File: config.mk
export PLATFORM = sky130hd
export DESIGN_NAME = tcm_outbuf
export DESIGN_NICKNAME = d
export VERILOG_FILES = /design/src/rtl/tcm_pkg.sv /design/src/rtl/tcm_outbuf.sv
export SDC_FILE = /design/constraint.sdc
export NUM_CORES = 1
export LEC_CHECK = 0
export ABC_CLOCK_PERIOD_IN_PS = 8100
export BUFFER_PORTS_ARGS = -buffer_cell sky130_fd_sc_hd__clkbuf_2
export CAP_MARGIN = 15
export CORE_MARGIN = 4
export CORE_UTILIZATION = 50
export CTS_CLUSTER_DIAMETER = 60
export DETAILED_ROUTE_END_ITERATION = 16
export PLACE_DENSITY = 0.83
export SETUP_SLACK_MARGIN = 0.1
export SYNTH_ARGS = -nofsm -noshare
export SYNTH_HDL_FRONTEND = slang
export SYNTH_SLANG_ARGS = --single-unit
File: constraint.sdc
create_clock -name aclk -period 8.1 [get_ports aclk]
set_input_delay 1.215 -clock aclk [delete_from_list [all_inputs] [get_ports aclk]]
set_output_delay 1.215 -clock aclk [all_outputs]
set_load 0.05 [all_outputs]
File: src/rtl/tcm_pkg.sv
`timescale 1ns / 1ps
`default_nettype none
// ----------------------------------------------------------------------------
// tcm_pkg
// Types and constants shared by the trapezoidal circular motion block.
// ----------------------------------------------------------------------------
package tcm_pkg;

    typedef enum logic [1:0] {
        PH_ACCEL  = 2'd0,
        PH_CRUISE = 2'd1,
        PH_DECEL  = 2'd2,
        PH_REST   = 2'd3
    } tcm_phase_t;

    localparam int unsigned CFG_IDX_W = 3;

    localparam logic [CFG_IDX_W-1:0] REG_ACCEL_RATE   = 3'd0;
    localparam logic [CFG_IDX_W-1:0] REG_DECEL_RATE   = 3'd1;
    localparam logic [CFG_IDX_W-1:0] REG_ACCEL_END    = 3'd2;
    localparam logic [CFG_IDX_W-1:0] REG_CRUISE_END   = 3'd3;
    localparam logic [CFG_IDX_W-1:0] REG_DECEL_END    = 3'd4;
    localparam logic [CFG_IDX_W-1:0] REG_ACCEL_ANGLE  = 3'd5;
    localparam logic [CFG_IDX_W-1:0] REG_CRUISE_ANGLE = 3'd6;
    localparam logic [CFG_IDX_W-1:0] REG_CRUISE_SPEED = 3'd7;

    localparam logic [31:0] STOP_SPEED   = 32'd26844;
    localparam logic [31:0] INV_TWO_PI   = 32'd683565276;
    localparam logic [31:0] CORDIC_GAIN  = 32'd2608131496;
    localparam int          CORDIC_STEPS = 30;
    localparam logic signed [25:0] POS_MAX = 26'sd33554431;
    localparam logic signed [25:0] POS_MIN = -26'sd33554432;

    localparam logic [31:0] ATAN_TURNS [0:CORDIC_STEPS-1] = '{
        32'd536870912, 32'd316933406, 32'd167458907, 32'd85004756, 32'd42667331,
        32'd21354465, 32'd10679838, 32'd5340245, 32'd2670163, 32'd1335087,
        32'd667544, 32'd333772, 32'd166886, 32'd83443, 32'd41722,
        32'd20861, 32'd10430, 32'd5215, 32'd2608, 32'd1304,
        32'd652, 32'd326, 32'd163, 32'd81, 32'd41,
        32'd20, 32'd10, 32'd5, 32'd3, 32'd1
    };

    typedef struct packed {
        logic [31:0] accel_rate;
        logic [31:0] decel_rate;
        logic [31:0] accel_end;
        logic [31:0] cruise_end;
        logic [31:0] decel_end;
        logic [31:0] accel_angle;
        logic [31:0] cruise_angle;
        logic [31:0] cruise_speed;
    } tcm_cfg_t;

    typedef struct packed {
        logic [31:0] speed;
        logic [31:0] angle;
        tcm_phase_t  phase;
        logic        rest;
    } tcm_side_t;

    typedef struct packed {
        logic signed [25:0] pos_x;
        logic signed [25:0] pos_z;
        tcm_side_t          side;
    } tcm_result_t;

endpackage
`default_nettype wire

File: src/rtl/tcm_outbuf.sv
`timescale 1ns / 1ps
`default_nettype none
// ----------------------------------------------------------------------------
// tcm_outbuf
// Two-word output buffer; frees the pipeline from the receiver's tready.
// ----------------------------------------------------------------------------
module tcm_outbuf (
    input  wire logic                  aclk,
    input  wire logic                  aresetn,
    input  wire logic                  in_valid,
    input  wire tcm_pkg::tcm_result_t  in_data,
    output logic                       room,
    output logic                       out_valid,
    input  wire logic                  out_ready,
    output tcm_pkg::tcm_result_t       out_data
);

    tcm_pkg::tcm_result_t mem_reg [0:1];
    logic       wr_reg, rd_reg;
    logic [1:0] cnt_reg, cnt_next;
    logic       push, pop;

    assign room      = (cnt_reg != 2'd2);
    assign out_valid = (cnt_reg != 2'd0);
    assign out_data  = mem_reg[rd_reg];
    assign push      = in_valid && room;
    assign pop       = out_valid && out_ready;

    always_comb begin
        cnt_next = cnt_reg;
        if (push && !pop) begin
            cnt_next = cnt_reg + 2'd1;
        end else if (pop && !push) begin
            cnt_next = cnt_reg - 2'd1;
        end
    end

    always_ff @(posedge aclk) begin
        if (!aresetn) begin
            wr_reg  <= 1'b0;
            rd_reg  <= 1'b0;
            cnt_reg <= 2'd0;
        end else begin
            cnt_reg <= cnt_next;
            if (push) begin
                wr_reg <= ~wr_reg;
            end
            if (pop) begin
                rd_reg <= ~rd_reg;
            end
        end
    end

    always_ff @(posedge aclk) begin
        if (push) begin
            mem_reg[wr_reg] <= in_data;
        end
    end

endmodule
`default_nettype wire

==> out/metrics.csv, run 1 <==
metric,value,unit
status,completed,
first-pass GRT wire length,26250,um
Final period util,0.5061,
DR vias,4542,
syn nets,518,
worst rel slew slack,0.3780,
CTS tree,built,
DR pass1 iterations,4,
CP Launch Type,flip-flop,
Row Count,48,
cell count after synthesis,394,
sequential area share after synthesis,0.8175,
share of cells above drive strength 1,0.6030,
PnR worst setup slack,4.001,ns
DR vias/cell,5.075,
post-synth cell types,20,
Min Hold Slack,0.5701,ns
final setup vio count,0,
part of the power in registers,0.407,
DR WL/cell,19.04,um
Switching Power,1488,uW
Post-Syn Area per Cell,22.50,um^2
fin nets,777,
"slowest stage cell, crit path",buf_4,
fin crit period,4.099,ns
post-DP HPWL,11560,um
CTS Buf Count,24,
area of the mapped netlist,8865,um^2
Worst-Margin Slew,0.9329,ns
"Slew Viols, Final",0,
setup tns final,0,ns
Clock Sinks,243,
area fraction of the dominant cell type after synthesis,0.8062,
Logic pwr share,0.333,
Pwr Density,367.6,nW/um^2
initial antenna violation count,1,
DRT iter0 DRCs,181,
post-route ant nets,0,
"CTS clk-pin slew, worst paths",0.06,ns
Die Y,141.2,um
core box area,17360,um^2
Net Sw Frac,0.3675,
drt total wl,17040,um
post-cts sizing count,0,
cell taking the most area after synthesis,edfxtp_1,
vias in the first global route,4989,
grt total ovfl,0,
crit path cell chain,buf_4 > mux2_2 > clkbuf_2,
Max Root-Sink Buffers,3,
Synth Warn #,0,
Synth area leaders,"edfxtp_1, mux2_2, buf_6, dfxtp_1, and2_1",
main flop type after synthesis,edfxtp_1,
Worst Hold Class,flip-flop to flip-flop,
max FFs per register,238,
postcts setup bufs,0,
Pleak,0.004157,uW
DRC errors left,0,
fmax,0.2440,GHz
initial core utilization,0.5107,
most numerous cell in the Yosys netlist,edfxtp_1,
routability congestion estimate from global placement,0.7700,
chip width,141.2,um
worst skew pair latency,0.50,ns
port buffer count,243,
# H-tree levels,1,
Setup CP Type,flip-flop to primary output,
RSZ-0062 raised after global routing,no,
pin count of the biggest net entering global routing,70,
most frequent cells after synthesis,"edfxtp_1, mux2_2, buf_6",
peak supply drop,222.9,uV
CP peak stage delay,0.80,ns
Critical Path End Type,primary output,
asr flop ratio synth,0,
P_int,2561,uW
Total Power,4049,uW
clock power share,0.260,
Max Cap Violations,0,
"Hold Violations, Final",0,
post-synthesis register bit count,243,
Root Buffer,clkbuf_16,
gr usage total,0.1662,
pre-CTS WS,4.511,ns
CP required,6.88,ns
I/O Pins,244,
diode count,0,
critical path arrival,2.88,ns
clock skew,0.01092,ns
"EDFF count, synth",238,
CTS hold repair buffers,0,
Worst Path Max Fanout,69,
die area,19920,um^2
Synth-to-Final Area Change,24.25,%
==> per-layer routing <==
metal / vias up / routed length, um / part of all wire / track usage
met2: 187 / 8805 / 0.52 / 0.2904
met5: - / 8 / 0.00047 / 0
met3: 38 / 1229 / 0.072 / 0.04478
li1: 2097 / - / - / -
met4: 2 / 479 / 0.028 / 0.04997
met1: 2218 / 6517 / 0.38 / 0.2028
==> layout by cell type, fill, tap and decap left out, drive strengths merged <==
| cell type | instances |
|---|---|
| edfxtp | 238 |
| or3 | 1 |
| o21ai | 2 |
| xnor2 | 2 |
| and2 | 4 |
| clkinv | 11 |
| or2 | 1 |
| a21boi | 2 |
| bufinv | 2 |
| buf | 3 |
| nand3b | 1 |
| ha | 1 |
| a21bo | 1 |
| inv | 1 |
| clkbuf | 273 |
| and3 | 1 |
| nand2b | 1 |
| dfxtp | 5 |
| xor2 | 1 |
| mux2 | 119 |
==> power by group through the flow <==
stage | logic, uW | clock network, uW | registers, uW
finish | 1350 | 1050 | 1650
detailed placement | 1360 | 0 | 1680
floorplan | 1130 | 0 | 1640
global placement | 1340 | 0 | 1660
CTS | 1370 | 1080 | 1650
global route | 1410 | 1130 | 1660
==> layout make-up <==
type / instances / area [um^2]
fill: 1177 / 6342
sequential: 243 / 7251
multi-input combinational: 137 / 1484
timing repair buffer: 246 / 1239
tap: 225 / 281.5
inverter: 1 / 6.256
clock inverter: 13 / 108.9
clock buffer: 30 / 644.4
==> cell families after synthesis <==
| group | Yosys count | synth area share |
|---|---|---|
| muxes | 119 | 0.1512 |
| adders and majority gates | 1 | 0.001411 |
| DFF | 243 | 0.8175 |
| and+or+nand+nor | 9 | 0.007340 |
| AOI/OAI and AO/OA | 5 | 0.003952 |
| buffers and inverters | 14 | 0.01567 |
| xor gates and xnor gates | 3 | 0.002965 |
==> through the flow <==
step / std cells / cell area [um^2] / util
2_1_floorplan: 394 / 8865 / -
3_3_place_gp: 852 / 10260 / 0.5912
3_5_place_dp: 852 / 10260 / 0.5912
4_1_cts: 895 / 11010 / 0.6346
5_1_grt: 895 / 11010 / 0.6346
6_report: 895 / 11010 / 0.6346
==> path summary, 6_finish.rpt <==
check                          start                        to  slack (ns)  cells after the start
max                        flip-flop              out_data[98]        4.00                      3
min          cnt_reg[1]$_SDFFE_PN0P_   cnt_reg[1]$_SDFFE_PN0P_        0.57                      2
max reg2reg  cnt_reg[0]$_SDFFE_PN0P_  mem_reg[1][87]$_DFFE_PP_        5.57                      3
min reg2reg  cnt_reg[1]$_SDFFE_PN0P_   cnt_reg[1]$_SDFFE_PN0P_        0.57                      2
==> critical path: cells and delay by family (launching register included) <==
| family | cells | cell delay [ns] |
|---|---|---|
| DFF | 1 | 0.79 |
| buffers and inverters | 2 | 1.04 |
| muxes | 1 | 0.44 |
(Power assumes the default switching activity.)
==> run 2: changes to the inputs <==
- ABC_CLOCK_PERIOD_IN_PS: 8100 -> 3990
- clock period: 8.1 -> 3.99 ns (I/O delays scaled with it)
==> run 2 against run 1 <==
  * Clock skew is essentially flat
  * Setup slack got worse by 3.0 ns
  * Sequential power is 100% higher
  * Die area stayed put
  * Sequential share of layout area about the same
  * Power rose by 100%
  * Via count fell by 1.8%
  * First-iteration DRC count grew 15%
  * Critical path depth is the same
  * Cell area is essentially flat
  * Cell count up 0.11%
  * Critical endpoint is now out_data[36]
==> out/metrics.csv, run 2 (synthesized netlist as in run 1, its figures left out) <==
metric,value,unit,change
status,completed,,
Switching Power,2990,uW,+100%
max FFs per register,238,,unchanged
clock skew,0.01058,ns,-0.0003437 ns
# H-tree levels,1,,unchanged
DRC errors left,0,,unchanged
CTS tree,built,,
"slowest stage cell, crit path",dfxtp_4,,
port buffer count,243,,unchanged
DR vias,4458,,-1.8%
grt total ovfl,0,,unchanged
"Slew Viols, Final",0,,unchanged
DR vias/cell,4.975,,-2.0%
Die Y,141.2,um,unchanged
Worst Path Buf+Inv,2,,unchanged
pin count of the biggest net entering global routing,71,,+1.4%
I/O Pins,244,,unchanged
Critical Path End Type,primary output,,
routability congestion estimate from global placement,0.8486,,+10%
initial core utilization,0.5107,,unchanged
vias in the first global route,4857,,-2.6%
placed cell count,852,,unchanged
P_int,5100,uW,+99%
worst reg2reg path depth,4,,+1
post-DP HPWL,11060,um,-4.2%
"commonest non-fill, non-tap cell in the layout",clkbuf_2,,
Max Cap Violations,0,,unchanged
share of cells above drive strength 1,0.5976,,-0.005370
Logic pwr share,0.339,,+0.006
CP required,3.39,ns,-3.49 ns
Levels on crit path,3,,unchanged
CP peak stage delay,0.81,ns,about the same
"commonest non-fill, non-tap cells in the layout","clkbuf_2, edfxtp_1, mux2_2",,
final setup vio count,0,,unchanged
DR WL/cell,18.14,um,-4.7%
Register Area,7251,um^2,unchanged
"CTS clk-pin slew, worst paths",0.06,ns,about the same
fin crit period,2.991,ns,
fin nets,777,,unchanged
critical path arrival,2.39,ns,-0.49 ns
post-cts sizing count,0,,unchanged
drt total wl,16260,um,-4.6%
peak supply drop,514.6,uV,+130%
"delay-heaviest family, CP",flip-flops,,
Reg2Reg Setup Slack,1.88,ns,-3.69 ns
setup tns final,0,ns,unchanged
diode count,0,,unchanged
die area,19920,um^2,unchanged
chip width,141.2,um,unchanged
Worst Path Max Fanout,66,,-4.3%
Pwr Density,734.6,nW/um^2,+100%
worst r2r dst,mem_reg[0][118]$_DFFE_PP_,,
"Hold Violations, Final",0,,unchanged
gr usage total,0.1591,,-0.007067
DR pass1 iterations,4,,unchanged
CP Launch Type,flip-flop,,
Worst Hold Class,input port to flip-flop,,
core box area,17360,um^2,unchanged
Row Count,48,,unchanged
DRT iter0 DRCs,209,,+15%
Setup CP Type,flip-flop to primary output,,
Pleak,0.004142,uW,-0.35%
CTS hold repair buffers,0,,unchanged
clock power share,0.248,,-0.012
Final period util,0.7497,,
Clock Sinks,243,,unchanged
worst skew pair latency,0.50,ns,about the same
postcts setup bufs,0,,unchanged
RSZ-0062 raised after global routing,no,,
Filler Cell Count,1185,,+0.68%
Max Root-Sink Buffers,3,,unchanged
part of the power in registers,0.413,,+0.006
Synth-to-Final Area Change,24.23,%,about the same
fmax,0.3343,GHz,
Multi-input gate area,1484,um^2,unchanged
Post-Layout Cell Count,896,,+0.11%
reg-to-reg startpoint,cnt_reg[0]$_SDFFE_PN0P_,,
Root Buffer,clkbuf_16,,
CTS Buf Count,24,,unchanged
Worst-Margin Slew,0.7892,ns,-0.1438 ns
first-pass GRT wire length,25120,um,-4.3%
worst rel slew slack,0.4739,,+0.09583
post-route ant nets,0,,unchanged
initial antenna violation count,0,,-1
crit path cell chain,buf_12 > mux2_2 > clkbuf_2,,
worst setup path end,out_data[36],,
Net Sw Frac,0.3696,,+0.002131
## run 2: changes by cell type in the layout (fill, tap and decap cells not counted), sizes merged
| cell | previous run | this run |
|---|---|---|
| bufinv | 2 | 0 |
| clkinv | 11 | 9 |
| clkbuf | 273 | 278 |
## run 2: per-stage QoR
step                setup WS, ns    util  power, uW  hold slack (ns)  cell area [um^2]
floorplan                 0.4463       -       5614           0.5124              8866
global placement           1.498  0.5934       6104           0.5263             10300
detailed placement         1.475  0.5934       6163           0.5804             10300
CTS                       0.9348  0.6345       8193           0.2550             11010
global route              0.8439  0.6345       8426           0.2582             11010
finish                    0.9985  0.6345       8090           0.2831             11010
## run 2: cell type report
type / instances / share of cell area
Tap cell: 225 / 0.02556
Sequential cell: 243 / 0.6584
Clock inverter: 9 / 0.004658
Inverter: 1 / 0.0005681
Multi-Input combinational cell: 137 / 0.1347
Clock buffer: 35 / 0.06021
Timing Repair Buffer: 246 / 0.1159
## run 2: worst min path at each step
stage	endpoint	start	cells past startpoint
6_report	mem_reg[1][98]$_DFFE_PP_	in_data[98]	1
2_1_floorplan	cnt_reg[1]$_SDFFE_PN0P_	cnt_reg[1]$_SDFFE_PN0P_	2
3_5_place_dp	cnt_reg[1]$_SDFFE_PN0P_	cnt_reg[1]$_SDFFE_PN0P_	2
4_1_cts	mem_reg[1][98]$_DFFE_PP_	in_data[98]	1
5_1_grt	mem_reg[1][67]$_DFFE_PP_	in_data[67]	1
3_3_place_gp	cnt_reg[1]$_SDFFE_PN0P_	cnt_reg[1]$_SDFFE_PN0P_	2
## run 2: per-layer routing
layer / part of all wire / up-vias / track usage
met5: 0 / - / 0
met4: 0.028 / 0 / 0.05354
met3: 0.094 / 41 / 0.05326
met2: 0.50 / 185 / 0.2746
met1: 0.37 / 2133 / 0.1876
li1: - / 2099 / -
## run 2: power groups by stage
stage               combinational (uW)  sequential, uW  clock, uW
finish                            2740            3340       2010
global route                      2860            3380       2190
CTS                               2770            3350       2070
detailed placement                2760            3400          0
global placement                  2730            3380          0
floorplan                         2290            3320          0
## run 2: worst register-to-register path: stages, from the launching register on
cell and delay (ns):
dfxtp_1 0.42, nand2b_4 0.19, nand3b_1 0.14, inv_4 0.51, buf_12 0.47
